==> config.mk <==
export PLATFORM = sky130hd
export DESIGN_NAME = source_text_tokenizer
export DESIGN_NICKNAME = d
export VERILOG_FILES = /design/src/sv/stt_pkg.sv /design/src/sv/stt_scan.sv /design/src/sv/stt_fifo.sv /design/src/sv/source_text_tokenizer.sv
export VERILOG_INCLUDE_DIRS = /design/src /design/src/sv
export SDC_FILE = /design/constraint.sdc
export NUM_CORES = 1
export LEC_CHECK = 0
export ABC_AREA = 1
export BUFFER_PORTS_ARGS = -buffer_cell sky130_fd_sc_hd__buf_2
export CAP_MARGIN = 20
export CORE_UTILIZATION = 60
export CTS_CLUSTER_DIAMETER = 100
export CTS_CLUSTER_SIZE = 25
export DETAILED_ROUTE_END_ITERATION = 16
export PLACE_DENSITY = 0.89
export SYNTH_ARGS = -nofsm -noshare
export SYNTH_HDL_FRONTEND = slang
export SYNTH_SLANG_ARGS = --single-unit
==> constraint.sdc <==
create_clock -name clk_i -period 11.6 [get_ports clk_i]
set_input_delay 1.74 -clock clk_i [delete_from_list [all_inputs] [get_ports clk_i]]
set_output_delay 1.74 -clock clk_i [all_outputs]
set_load 0.02 [all_outputs]
==> src/sv/assert_macros.svh <==
// Assertion macros used by source_text_tokenizer.sv.
`ifndef ASSERT_MACROS_SVH
`define ASSERT_MACROS_SVH

// Checks that a condition holds at every clock edge outside reset.
`define STT_ASSERT_ALWAYS(lbl, cond) \
  lbl: assert property (@(posedge clk_i) disable iff (!rst_ni) (cond)) \
    else $error("stt assertion failed");

// Checks that a consequent holds in the same cycle as its antecedent.
`define STT_ASSERT_IMPL(lbl, ante, cons) \
  lbl: assert property (@(posedge clk_i) disable iff (!rst_ni) (ante) |-> (cons)) \
    else $error("stt assertion failed");

`endif

==> src/sv/stt_pkg.sv <==
package stt_pkg;

  localparam int TEXT_W            = 8;
  localparam int KIND_W            = 5;
  localparam int OFFSET_W          = 24;
  localparam int LINE_W            = 16;
  localparam int POSITION_BITS_DEF = 24;
  localparam int LINE_BITS_DEF     = 16;

  localparam int RES_DEPTH = 4;
  localparam int RES_PTR_W = $clog2(RES_DEPTH);
  localparam int RES_CNT_W = RES_PTR_W + 1;

  localparam logic [TEXT_W-1:0] CH_NUL    = 8'h00;
  localparam logic [TEXT_W-1:0] CH_BS     = 8'h08;
  localparam logic [TEXT_W-1:0] CH_TAB    = 8'h09;
  localparam logic [TEXT_W-1:0] CH_LF     = 8'h0A;
  localparam logic [TEXT_W-1:0] CH_VT     = 8'h0B;
  localparam logic [TEXT_W-1:0] CH_CR     = 8'h0D;
  localparam logic [TEXT_W-1:0] CH_SPACE  = 8'h20;
  localparam logic [TEXT_W-1:0] CH_QUOTE  = 8'h27;
  localparam logic [TEXT_W-1:0] CH_DOT    = 8'h2E;
  localparam logic [TEXT_W-1:0] CH_COLON  = 8'h3A;
  localparam logic [TEXT_W-1:0] CH_LT     = 8'h3C;
  localparam logic [TEXT_W-1:0] CH_EQUAL  = 8'h3D;
  localparam logic [TEXT_W-1:0] CH_GT     = 8'h3E;
  localparam logic [TEXT_W-1:0] CH_UNDER  = 8'h5F;
  localparam logic [TEXT_W-1:0] CH_LBRACE = 8'h7B;
  localparam logic [TEXT_W-1:0] CH_RBRACE = 8'h7D;

  typedef enum logic [KIND_W-1:0] {
    KIND_COMMENT = 5'd0,
    KIND_LPAREN  = 5'd1,
    KIND_RPAREN  = 5'd2,
    KIND_SEMI    = 5'd3,
    KIND_PLUS    = 5'd4,
    KIND_MINUS   = 5'd5,
    KIND_STAR    = 5'd6,
    KIND_SLASH   = 5'd7,
    KIND_CARET   = 5'd8,
    KIND_EQUAL   = 5'd9,
    KIND_HASH    = 5'd10,
    KIND_AMP     = 5'd11,
    KIND_BAR     = 5'd12,
    KIND_PERCENT = 5'd13,
    KIND_STRING  = 5'd14,
    KIND_LT      = 5'd15,
    KIND_LE      = 5'd16,
    KIND_GT      = 5'd17,
    KIND_GE      = 5'd18,
    KIND_ASSIGN  = 5'd19,
    KIND_NUMBER  = 5'd20,
    KIND_IDENT   = 5'd21,
    KIND_INVALID = 5'd22,
    KIND_END     = 5'd23,
    KIND_ABORT   = 5'd24
  } token_kind_e;

  typedef struct packed {
    token_kind_e         kind;
    logic [OFFSET_W-1:0] start_off;
    logic [OFFSET_W-1:0] end_off;
    logic [LINE_W-1:0]   line;
    logic                clean;
    logic                last;
  } tok_rec_t;

  typedef struct packed {
    logic [1:0] count;
    tok_rec_t   rec0;
    tok_rec_t   rec1;
  } scan_out_t;

  function automatic logic is_end(input logic [TEXT_W-1:0] b);
    return (b == CH_NUL) || (b == CH_BS) || (b == CH_VT);
  endfunction

  function automatic logic is_digit(input logic [TEXT_W-1:0] b);
    return (b >= 8'h30) && (b <= 8'h39);
  endfunction

  function automatic logic is_letter(input logic [TEXT_W-1:0] b);
    return ((b >= 8'h61) && (b <= 8'h7A)) || ((b >= 8'h41) && (b <= 8'h5A));
  endfunction

  function automatic token_kind_e op_kind(input logic [TEXT_W-1:0] b);
    token_kind_e k;
    case (b)
      8'h28:   k = KIND_LPAREN;
      8'h29:   k = KIND_RPAREN;
      8'h3B:   k = KIND_SEMI;
      8'h2B:   k = KIND_PLUS;
      8'h2D:   k = KIND_MINUS;
      8'h2A:   k = KIND_STAR;
      8'h2F:   k = KIND_SLASH;
      8'h5E:   k = KIND_CARET;
      8'h3D:   k = KIND_EQUAL;
      8'h23:   k = KIND_HASH;
      8'h26:   k = KIND_AMP;
      8'h7C:   k = KIND_BAR;
      8'h25:   k = KIND_PERCENT;
      default: k = KIND_INVALID;
    endcase
    return k;
  endfunction

endpackage

==> src/sv/stt_scan.sv <==
module stt_scan import stt_pkg::*; #(
  parameter int POSITION_BITS = POSITION_BITS_DEF,
  parameter int LINE_BITS     = LINE_BITS_DEF
) (
  input  logic              clk_i,
  input  logic              rst_ni,
  input  logic              fire_i,
  input  logic [TEXT_W-1:0] byte_i,
  output scan_out_t         scan_o
);

  typedef enum logic [3:0] {
    MODE_IDLE,
    MODE_IDENT,
    MODE_NUM,
    MODE_NUM_DOT,
    MODE_LT,
    MODE_GT,
    MODE_COLON,
    MODE_COMMENT,
    MODE_STRING,
    MODE_HALT
  } scan_mode_e;

  localparam logic [POSITION_BITS-1:0] POS_MAX  = '1;
  localparam logic [LINE_BITS-1:0]     LINE_MAX = '1;
  localparam logic [LINE_BITS-1:0]     LINE_ONE = LINE_BITS'(1);

  scan_mode_e               mode_q, mode_d;
  logic [POSITION_BITS-1:0] begin_q, begin_d;
  logic [POSITION_BITS-1:0] pos_q, pos_d;
  logic [LINE_BITS-1:0]     line_q, line_d;
  logic                     inval_q, inval_d;

  logic [POSITION_BITS-1:0] nxt;
  logic                     first_v, idle_v, rescan, restart;
  token_kind_e              first_k, idle_k;
  logic [POSITION_BITS-1:0] first_s, first_e, idle_s, idle_e;
  logic                     idle_clean;
  tok_rec_t                 first_rec, idle_rec;

  assign nxt = (pos_q == POS_MAX) ? pos_q : pos_q + POSITION_BITS'(1);

  always_comb begin
    mode_d     = mode_q;
    begin_d    = begin_q;
    pos_d      = nxt;
    line_d     = line_q;
    inval_d    = inval_q;
    first_v    = 1'b0;
    first_k    = KIND_INVALID;
    first_s    = begin_q;
    first_e    = pos_q;
    idle_v     = 1'b0;
    idle_k     = KIND_INVALID;
    idle_s     = pos_q;
    idle_e     = nxt;
    idle_clean = 1'b0;
    rescan     = 1'b0;
    restart    = 1'b0;

    case (mode_q)
      MODE_HALT: begin
        restart = is_end(byte_i);
      end
      MODE_COMMENT: begin
        if (byte_i == CH_RBRACE) begin
          first_v = 1'b1;
          first_k = KIND_COMMENT;
          mode_d  = MODE_IDLE;
        end else if (is_end(byte_i)) begin
          first_v = 1'b1;
          first_k = KIND_ABORT;
          restart = 1'b1;
        end
      end
      MODE_STRING: begin
        if (byte_i == CH_QUOTE) begin
          first_v = 1'b1;
          first_k = KIND_STRING;
          mode_d  = MODE_IDLE;
        end else if (is_end(byte_i)) begin
          first_v = 1'b1;
          first_k = KIND_ABORT;
          restart = 1'b1;
        end else if ((byte_i == CH_CR) || (byte_i == CH_LF)) begin
          first_v = 1'b1;
          first_k = KIND_ABORT;
          mode_d  = MODE_HALT;
        end
      end
      MODE_IDENT: begin
        if (!(is_letter(byte_i) || is_digit(byte_i) || (byte_i == CH_UNDER))) begin
          first_v = 1'b1;
          first_k = KIND_IDENT;
          rescan  = 1'b1;
        end
      end
      MODE_NUM: begin
        if (byte_i == CH_DOT) begin
          mode_d = MODE_NUM_DOT;
        end else if (!is_digit(byte_i)) begin
          first_v = 1'b1;
          first_k = KIND_NUMBER;
          rescan  = 1'b1;
        end
      end
      MODE_NUM_DOT: begin
        if (is_digit(byte_i)) begin
          mode_d = MODE_NUM;
        end else begin
          first_v = 1'b1;
          first_k = KIND_INVALID;
          rescan  = 1'b1;
        end
      end
      MODE_LT, MODE_GT, MODE_COLON: begin
        first_v = 1'b1;
        if (byte_i == CH_EQUAL) begin
          first_e = nxt;
          first_k = (mode_q == MODE_LT) ? KIND_LE :
                    (mode_q == MODE_GT) ? KIND_GE : KIND_ASSIGN;
          mode_d  = MODE_IDLE;
        end else begin
          first_k = (mode_q == MODE_LT) ? KIND_LT :
                    (mode_q == MODE_GT) ? KIND_GT : KIND_INVALID;
          rescan  = 1'b1;
        end
      end
      default: begin
        rescan = 1'b1;
      end
    endcase

    if (first_v && (first_k == KIND_INVALID)) begin
      inval_d = 1'b1;
    end

    if (rescan) begin
      mode_d  = MODE_IDLE;
      begin_d = pos_q;
      if (is_end(byte_i)) begin
        idle_v     = 1'b1;
        idle_k     = KIND_END;
        idle_e     = pos_q;
        idle_clean = !inval_d;
        restart    = 1'b1;
      end else if (byte_i == CH_LBRACE) begin
        begin_d = nxt;
        mode_d  = MODE_COMMENT;
      end else if (byte_i == CH_QUOTE) begin
        begin_d = nxt;
        mode_d  = MODE_STRING;
      end else if (byte_i == CH_LT) begin
        mode_d = MODE_LT;
      end else if (byte_i == CH_GT) begin
        mode_d = MODE_GT;
      end else if (byte_i == CH_COLON) begin
        mode_d = MODE_COLON;
      end else if (is_digit(byte_i)) begin
        mode_d = MODE_NUM;
      end else if (is_letter(byte_i)) begin
        mode_d = MODE_IDENT;
      end else if ((byte_i == CH_TAB) || (byte_i == CH_CR) || (byte_i == CH_SPACE)) begin
        mode_d = MODE_IDLE;
      end else if (byte_i == CH_LF) begin
        if (line_q != LINE_MAX) begin
          line_d = line_q + LINE_ONE;
        end
      end else begin
        idle_v = 1'b1;
        idle_k = op_kind(byte_i);
        if (idle_k == KIND_INVALID) begin
          inval_d = 1'b1;
        end
      end
    end

    if (restart) begin
      mode_d  = MODE_IDLE;
      begin_d = '0;
      pos_d   = '0;
      line_d  = LINE_ONE;
      inval_d = 1'b0;
    end
  end

  always_comb begin
    first_rec.kind      = first_k;
    first_rec.start_off = OFFSET_W'(first_s);
    first_rec.end_off   = OFFSET_W'(first_e);
    first_rec.line      = LINE_W'(line_q);
    first_rec.clean     = 1'b0;
    first_rec.last      = !idle_v;

    idle_rec.kind      = idle_k;
    idle_rec.start_off = OFFSET_W'(idle_s);
    idle_rec.end_off   = OFFSET_W'(idle_e);
    idle_rec.line      = LINE_W'(line_q);
    idle_rec.clean     = idle_clean;
    idle_rec.last      = 1'b1;

    scan_o.count = fire_i ? ({1'b0, first_v} + {1'b0, idle_v}) : 2'd0;
    scan_o.rec0  = first_v ? first_rec : idle_rec;
    scan_o.rec1  = idle_rec;
  end

  always_ff @(posedge clk_i or negedge rst_ni) begin
    if (!rst_ni) begin
      mode_q  <= MODE_IDLE;
      begin_q <= '0;
      pos_q   <= '0;
      line_q  <= LINE_ONE;
      inval_q <= 1'b0;
    end else if (fire_i) begin
      mode_q  <= mode_d;
      begin_q <= begin_d;
      pos_q   <= pos_d;
      line_q  <= line_d;
      inval_q <= inval_d;
    end
  end

endmodule

==> src/sv/stt_fifo.sv <==
module stt_fifo import stt_pkg::*; (
  input  logic      clk_i,
  input  logic      rst_ni,
  input  scan_out_t push_i,
  output logic      room_o,
  output logic      valid_o,
  input  logic      stall_i,
  output tok_rec_t  head_o
);

  tok_rec_t               mem_q [RES_DEPTH];
  logic [RES_PTR_W-1:0]   wr_ptr_q, rd_ptr_q;
  logic [RES_CNT_W-1:0]   cnt_q;
  logic                   pop;

  assign valid_o = (cnt_q != '0);
  assign pop     = valid_o && !stall_i;
  assign room_o  = (cnt_q <= RES_CNT_W'(RES_DEPTH - 2));
  assign head_o  = mem_q[rd_ptr_q];

  always_ff @(posedge clk_i) begin
    if (push_i.count != 2'd0) begin
      mem_q[wr_ptr_q] <= push_i.rec0;
    end
    if (push_i.count == 2'd2) begin
      mem_q[wr_ptr_q + RES_PTR_W'(1)] <= push_i.rec1;
    end
  end

  always_ff @(posedge clk_i or negedge rst_ni) begin
    if (!rst_ni) begin
      wr_ptr_q <= '0;
      rd_ptr_q <= '0;
      cnt_q    <= '0;
    end else begin
      wr_ptr_q <= wr_ptr_q + RES_PTR_W'(push_i.count);
      rd_ptr_q <= rd_ptr_q + RES_PTR_W'(pop);
      cnt_q    <= cnt_q + RES_CNT_W'(push_i.count) - RES_CNT_W'(pop);
    end
  end

endmodule

==> src/sv/source_text_tokenizer.sv <==
// Channel   Direction  Handshake                  Payload
// text      in         text_valid_i/text_stall_o   text_byte_i
// token     out        token_valid_o/token_stall_i token_kind_o, start_offset_o, end_offset_o,
//                                                  line_number_o, text_clean_o, last_of_run_o
// A byte is registered on acceptance and scanned once the result queue has room.
// Its results go into the result queue, which gives one result per cycle while not stalled.
// One byte per cycle is taken while each byte gives at most one result and no token stall.
// A byte that gives two results queues both, and the token port gives them in turn.
// Reset puts the scanner between tokens at offset 0, line 1, with an empty result queue.
// A stall on the token port backs up the four-entry queue, and the text port stalls
// while a byte is held and fewer than two entries are free.
`include "assert_macros.svh"

module source_text_tokenizer import stt_pkg::*; #(
  parameter int POSITION_BITS = POSITION_BITS_DEF,
  parameter int LINE_BITS     = LINE_BITS_DEF
) (
  input  logic                clk_i,
  input  logic                rst_ni,
  input  logic                text_valid_i,
  output logic                text_stall_o,
  input  logic [TEXT_W-1:0]   text_byte_i,
  output logic                token_valid_o,
  input  logic                token_stall_i,
  output logic [KIND_W-1:0]   token_kind_o,
  output logic [OFFSET_W-1:0] start_offset_o,
  output logic [OFFSET_W-1:0] end_offset_o,
  output logic [LINE_W-1:0]   line_number_o,
  output logic                text_clean_o,
  output logic                last_of_run_o
);

  logic [TEXT_W-1:0] byte_q;
  logic              byte_valid_q, byte_valid_d;
  logic              room, fire, accept;
  scan_out_t         scan;
  tok_rec_t          head;

  assign fire         = byte_valid_q && room;
  assign text_stall_o = byte_valid_q && !room;
  assign accept       = text_valid_i && !text_stall_o;
  assign byte_valid_d = accept || (byte_valid_q && !fire);

  always_ff @(posedge clk_i) begin
    if (accept) begin
      byte_q <= text_byte_i;
    end
  end

  always_ff @(posedge clk_i or negedge rst_ni) begin
    if (!rst_ni) begin
      byte_valid_q <= 1'b0;
    end else begin
      byte_valid_q <= byte_valid_d;
    end
  end

  stt_scan #(
    .POSITION_BITS(POSITION_BITS),
    .LINE_BITS    (LINE_BITS)
  ) u_scan (
    .clk_i (clk_i),
    .rst_ni(rst_ni),
    .fire_i(fire),
    .byte_i(byte_q),
    .scan_o(scan)
  );

  stt_fifo u_fifo (
    .clk_i  (clk_i),
    .rst_ni (rst_ni),
    .push_i (scan),
    .room_o (room),
    .valid_o(token_valid_o),
    .stall_i(token_stall_i),
    .head_o (head)
  );

  assign token_kind_o   = head.kind;
  assign start_offset_o = head.start_off;
  assign end_offset_o   = head.end_off;
  assign line_number_o  = head.line;
  assign text_clean_o   = head.clean;
  assign last_of_run_o  = head.last;

  `STT_ASSERT_IMPL(a_scan_needs_byte, scan.count != 2'd0, fire)
  `STT_ASSERT_ALWAYS(a_scan_count_range, scan.count != 2'd3)
  `STT_ASSERT_IMPL(a_end_is_last, token_valid_o && (token_kind_o == KIND_END), last_of_run_o)
  `STT_ASSERT_IMPL(a_clean_on_end, token_valid_o && text_clean_o, token_kind_o == KIND_END)

endmodule

==> results of run 1 <==
[registers in the layout, summed over array words and instances, names as in the netlist, 2 cells and up]
name	count
byte_q	8
u_fifo.cnt_q	3
u_fifo.mem_q	284
u_fifo.rd_ptr_q	2
u_fifo.wr_ptr_q	2
u_scan.begin_q	24
u_scan.idle_s	24
u_scan.line_q	16
u_scan.mode_q	4
[per-layer routing]
layer,global-route usage (%),vias up,wire length (µm)
met3,5.59,281,7450
li1,-,8595,-
met2,58.4,1439,29500
met4,18.0,4,3570
met5,0,-,24
met1,44.6,8886,22200
[cells in the final DEF, fill, tap and decap left out, types with 10 or more instances in the layout]
master,netlist,layout
nand2_1,646,646
inv_2,22,27
nand3_1,320,320
o22ai_1,100,100
nor2_1,331,330
xor2_1,30,30
nand2_2,18,18
clkbuf_16,0,21
clkbuf_1,78,10
inv_1,144,138
o211ai_1,17,17
o21ai_1,33,33
buf_2,37,83
dfrtp_1,76,74
nor2_2,10,10
o21ai_0,272,272
a21oi_1,19,18
buf_4,6,21
edfxtp_1,288,288
[power by group]
group / internal, µW / switching (µW) / total, µW
clock: 351 / 449 / 799
sequential: 1800 / 147 / 1950
combinational: 707 / 2310 / 3020
[synth_stat cells (all sizes together) (9+ instances only)]
master / number / area share (%)
o211ai: 17 / 0.62
edfxtp: 288 / 42
inv: 166 / 3.0
xor2: 30 / 1.3
nand4: 11 / 0.39
nor2: 347 / 6.8
nor3: 9 / 0.22
a21oi: 20 / 0.50
clkbuf: 79 / 1.4
o21ai: 309 / 7.6
nand2: 669 / 13
clkinv: 9 / 0.16
buf: 55 / 1.4
o22ai: 100 / 3.0
dfrtp: 76 / 9.2
nand3: 325 / 8.0
[worst max path at each step]
stage               cells past startpoint       from                  end  slack (ps)
finish                                 18  byte_q[1]  u_fifo.mem_q[1][58]        5770
global route                           21  byte_q[1]   u_fifo.mem_q[1][0]        5450
CTS                                    19  byte_q[6]   u_fifo.mem_q[3][0]        5440
detailed placement                     19  byte_q[6]   u_fifo.mem_q[3][0]        5520
global placement                       19  byte_q[6]   u_fifo.mem_q[3][0]        5600
floorplan                              16  byte_q[6]  u_fifo.mem_q[3][10]        7320
[per-stage QoR]
step / setup slack [ps] / cells / hold slack (ps)
after detailed placement: 5520 / 2957 / 469
after CTS: 5440 / 2993 / 492
final: 5770 / 2998 / 499
after global placement: 5600 / 2957 / 460
after floorplan: 7320 / 2540 / 449
after global routing: 5450 / 2998 / 528
[worst register-to-register path, stage by stage, from the launching register on]
cell	delay, ps
edfxtp_1	490
nor2_1	290
nand3_1	120
nand3_1	170
nand4_2	200
nand2_4	180
nor2_8	100
nor2_1	300
ha_1	210
inv_1	60
nor2_4	200
nand2_1	120
inv_1	120
nand2_1	590
inv_2	820
nor2_2	100
buf_4	220
inv_2	330
buf_4	820
[cell families (layout without fill, tap and decap cells)]
group,count (synthesis),after routing,share of synthesized area (%)
adders and majority gates,9,9,0.583
DFF,369,369,51.7
and+or+nand+nor,1369,1369,28.3
buffers and inverters,309,319,6.08
AOI/OAI and AO/OA,452,452,12.0
xor gates and xnor gates,32,32,1.36
[cell type report]
class                   instances  area, µm²  share of cell area [%]
flip-flops and latches        369      10700                    48.7
multi-input cells            1862       8710                    39.8
repair buffers                108        668                    3.05
inverters                     175        658                    3.01
clock buffers                  31        563                    2.57
well taps                     448        561                    2.56
clock inverters                 5       61.3                   0.280
==> results.py, run 1 <==
metrics = {
    "synth": {
        "syn_area_per_cell_um2": 8.11,
        "synth_nets": 2561,
        "ys_warn_count": 0,
        "netlist_instances": 2540,
        "synth_cell_types": 46,
        "ys.flop_type": "edfxtp_1",
        "synthArstFlopShare_pct": 20.9,
        "register_bit_count_reported_by_yosys": 369,
        "sequential_fraction_of_the_synthesis_area_pct": 51.7,
        "synth_enable_flop_cells": 288,
        "synth_area_um2": 20600,
    },
    "clocking": {
        "clock_pin_transition_on_the_worst_setup_and_hold_timing_paths_ps": 100,
        "cts_tree": "done",
        "clockRootBuffer": "clkbuf_16",
        "cts-htree-levels": 1,
        "worst_skew_pair.late_latency_ps": 550,
        "numCtsBuffers": 20,
        "post_cts.resized_instances": 0,
        "postCtsHoldBufs": 0,
        "clock-sinks": 369,
        "postCtsSetupBuffers": 0,
        "clockBufferDepth": 3,
    },
    "setup_path": {
        "reg2reg_from": "byte_q[1]",
        "critical-path-slowest-cell": "inv_2",
        "critPathArrivalTime_ps": 6000,
        "slowest_delay_ps": 820,
        "critPathKind": "register to register",
        "cpLargestDelayFamily": "buffers and inverters",
        "reg2reg_setup_slack_ps": 5770,
        "critical_path.max_fanout": 55,
        "timing.critical_path.cells": "nor2_1, nand3_1, nand3_1, nand4_2, nand2_4, nor2_8, nor2_1, ha_1, inv_1, nor2_4, nand2_1, inv_1, nand2_1, inv_2, nor2_2, buf_4, inv_2, buf_4",
        "timing.critical_path.to_type": "register",
        "cp.buffers_inverters": 6,
        "type_of_element_launching_the_critical_path": "register",
        "reg2reg_depth": 18,
        "critical_path_required_ps": 11770,
        "timing.rr.end": "u_fifo.mem_q[1][58]",
    },
    "global_route": {
        "first_global_vias": 18279,
        "grt_antenna_before_repair": 2,
        "grt_pass1_wl_mm": 97.1,
        "grt_start_max_net_pins": 78,
        "globalRoute.totalOverflow": 0,
        "grtUsageTotal_pct": 35.1,
    },
    "sta": {
        "maxSlewViolCount": 0,
        "final-hold-violation-count": 0,
        "final_period_minus_worst_setup_slack_ps": 5830,
        "unrepaired_setup_endpoints_after_global_routing": "no",
        "worst_clock_skew_ps": 26.2,
        "finalSetupTns_ps": 0,
        "final.period_utilization_pct": 50.3,
        "finalSetupViolCount": 0,
        "fmax_mhz": 172,
        "maxSlewHeadroom_pct": 26.4,
        "slew_at_the_pin_closest_to_its_max_slew_limit_ps": 1100,
    },
    "finish": {
        "post_route_cells_drive_above_1_share_pct": 8.59,
        "final_core_utilization_pct": 65.1,
        "count_of_filler_cells_inserted_in_the_layout": 2716,
        "antenna_cells_inserted": 0,
        "syn_to_final_growth_pct": 6.23,
        "nNetsFinal": 2557,
        "finalInstanceArea_um2": 21900,
    },
    "min_path": {
        "hp-class": "register to register",
        "hold_end": "u_scan.inval_q",
        "min_path_cells": 2,
        "hold_start": "u_scan.inval_q",
    },
    "drt": {
        "final_ant_viol_nets": 0,
        "drtIter0Drc": 2737,
        "route.detailed.vias_per_inst": 6.41,
        "num_vias": 19205,
        "routed_wirelength_mm": 62.8,
        "firstDrtPassIters": 7,
        "routed_wire_length_per_instance_um": 20.9,
        "drc_errors": 0,
    },
    "placement": {
        "port_buffer_count": 84,
        "placed_instance_area_um2": 21200,
        "globalplace.congestion": 1.03,
        "post-dp-hpwl_mm": 41.4,
    },
    "power": {
        "report.power.total_uw": 5760,
        "total_leakage_power_uw": 0.00885,
        "power.ir.vdd_worst_v": 0.000243,
        "pwr_dens_nw_per_um2": 263,
    },
    "floorplan": {
        "start_util_pct": 61.3,
        "die_area_um2": 35100,
        "core_area_um2": 33600,
        "row_count": 67,
        "chipWidth_um": 187,
        "io-pin-count": 85,
        "die_h_um": 187,
    },
    "status": {
        "outcome": "complete, no violations",
    },
    "job": {
        "max_cap_violations": 0,
    },
}
Power figures use the tool's default switching activity.
==> run 2: changes to the inputs <==
- CORE_UTILIZATION: 60 -> 57
- PLACE_DENSITY: 0.89 -> 0.88
- clock period: 11.6 -> 5.22 ns (I/O delays scaled with it)
==> run 2 against run 1 <==
Net effect: non-clock buffer count up 16; die area increased by 5.2%; cell count is 0.87% higher; routed wire length up 1.2%; clock skew rose by 7.6 ps; fmax increased by 42%; final area increased by 0.45%; utilization is 3.3 points lower; critical endpoint is now u_fifo.mem_q[1][57]; highest routed layer is now met4.
==> results.py, run 2 (synthesis results as in run 1) <==
metrics = {
    "status": {
        "outcome": "complete, no violations",
    },
    "floorplan": {
        "chipWidth_um": 192,
        "start_util_pct": 57.9,
        "die_h_um": 192,
        "row_count": 69,
        "die_area_um2": 36900,
        "io-pin-count": 85,
        "core_area_um2": 35600,
    },
    "sta": {
        "finalSetupViolCount": 0,
        "final_period_minus_worst_setup_slack_ps": 4110,
        "finalSetupTns_ps": 0,
        "final.period_utilization_pct": 78.7,
        "maxSlewViolCount": 0,
        "worst_clock_skew_ps": 33.8,
        "final-hold-violation-count": 0,
        "slew_at_the_pin_closest_to_its_max_slew_limit_ps": 991,
        "maxSlewHeadroom_pct": 33.8,
        "unrepaired_setup_endpoints_after_global_routing": "no",
        "fmax_mhz": 243,
    },
    "power": {
        "total_leakage_power_uw": 0.00891,
        "power.ir.vdd_worst_v": 0.000574,
        "report.power.total_uw": 12800,
        "pwr_dens_nw_per_um2": 583,
    },
    "drt": {
        "num_vias": 19203,
        "routed_wire_length_per_instance_um": 21.0,
        "drtIter0Drc": 2635,
        "route.detailed.vias_per_inst": 6.35,
        "routed_wirelength_mm": 63.5,
        "final_ant_viol_nets": 0,
        "firstDrtPassIters": 8,
        "drc_errors": 0,
    },
    "placement": {
        "port_buffer_count": 84,
        "post-dp-hpwl_mm": 41.2,
        "globalplace.congestion": 1.05,
    },
    "finish": {
        "largest_register": "u_fifo.mem_q",
        "largest_register_ff_count": 284,
        "nNetsFinal": 2572,
        "syn_to_final_growth_pct": 6.70,
        "final_core_utilization_pct": 61.8,
        "layout_common_cells": "646 x nand2_1, 330 x nor2_1, 320 x nand3_1",
        "post_route_cells_drive_above_1_share_pct": 9.01,
        "antenna_cells_inserted": 0,
        "count_of_filler_cells_inserted_in_the_layout": 2934,
        "mostFrequentLayoutCell": "nand2_1",
    },
    "clocking": {
        "cts_tree": "done",
        "worst_skew_pair.late_latency_ps": 540,
        "postCtsHoldBufs": 0,
        "postCtsSetupBuffers": 0,
        "clock_pin_transition_on_the_worst_setup_and_hold_timing_paths_ps": 110,
        "clockRootBuffer": "clkbuf_16",
        "post_cts.resized_instances": 0,
        "clock-sinks": 369,
        "cts-htree-levels": 1,
        "clockBufferDepth": 3,
        "numCtsBuffers": 19,
    },
    "global_route": {
        "first_global_vias": 18630,
        "gr-usage-met1_pct": 42.3,
        "grt_use_met3_pct": 5.50,
        "grt_antenna_before_repair": 1,
        "grtUsageTotal_pct": 34.3,
        "grt_start_max_net_pins": 73,
        "met2_use_gr_pct": 56.8,
        "grt_pass1_wl_mm": 97.6,
        "globalRoute.busiestLayer": "met2",
        "globalRoute.totalOverflow": 0,
    },
    "setup_path": {
        "critPathKind": "register to register",
        "critPathArrivalTime_ps": 4280,
        "critical_path_required_ps": 5390,
        "type_of_element_launching_the_critical_path": "register",
        "critical_path.max_fanout": 36,
        "timing.critical_path.to_type": "register",
    },
    "min_path": {
        "hp-class": "primary input to asynchronous set/reset pin",
    },
    "job": {
        "max_cap_violations": 0,
    },
}
[run 2: final timing paths]
path                       slack [ps]  cells past startpoint            from             endpoint
max reg2reg                      1110                     19       byte_q[6]  u_fifo.mem_q[1][57]
max                              1110                     19       byte_q[6]  u_fifo.mem_q[1][57]
max in group asynchronous        3980                      2          rst_ni   u_fifo.rd_ptr_q[0]
min in group clk_i                420                      1  text_byte_i[6]            byte_q[6]
min reg2reg                       490                      2  u_scan.inval_q       u_scan.inval_q
min                               220                      1          rst_ni    u_scan.idle_s[17]
[run 2: final cells by class]
class / count / area (µm²) / area share (%)
repair buffers: 124 / 767 / 3.49
inverters: 175 / 658 / 2.99
flip-flops and latches: 369 / 10700 / 48.5
clock inverters: 3 / 90.1 / 0.410
well taps: 461 / 577 / 2.62
clock buffers: 30 / 517 / 2.35
multi-input cells: 1862 / 8710 / 39.6
[run 2: stage by stage]
step / instance area (µm²) / setup WS [ps] / cells / hold slack, ps
5_1_grt: 22000 / 858 / 3024 / 251
6_report: 22000 / 1110 / 3024 / 222
3_5_place_dp: 21400 / 1220 / 2990 / 466
4_1_cts: 22000 / 1200 / 3023 / 238
3_3_place_gp: 21400 / 1270 / 2990 / 460
2_1_floorplan: 20600 / 942 / 2540 / 449
[run 2: per-layer routing]
layer / part of all wire [%] / routed length, µm / up-vias
met4: 5.7 / 3620 / 0
met1: 35 / 22300 / 8846
met5: 0 / 0 / -
met3: 12 / 7460 / 259
met2: 47 / 30100 / 1465
li1: - / - / 8633
[run 2: critical path, stage by stage (launching register included)]
cell      delay [ps]
edfxtp_1         410
inv_1             70
nand2_1          160
nor2_2           340
nand2_1          170
nand3_2          130
nand2_4           90
nor2_8           310
nor2_1           110
ha_1             290
inv_1             80
nand2_1           90
inv_1            110
nand2_1           90
inv_2             60
buf_4            360
nor2_2            70
buf_4            210
inv_2             70
buf_4            470
[run 2: where the power goes]
| group | internal (µW) | switching (µW) |
|---|---|---|
| clock | 802 | 968 |
| sequential | 3990 | 264 |
| combinational | 1600 | 5190 |
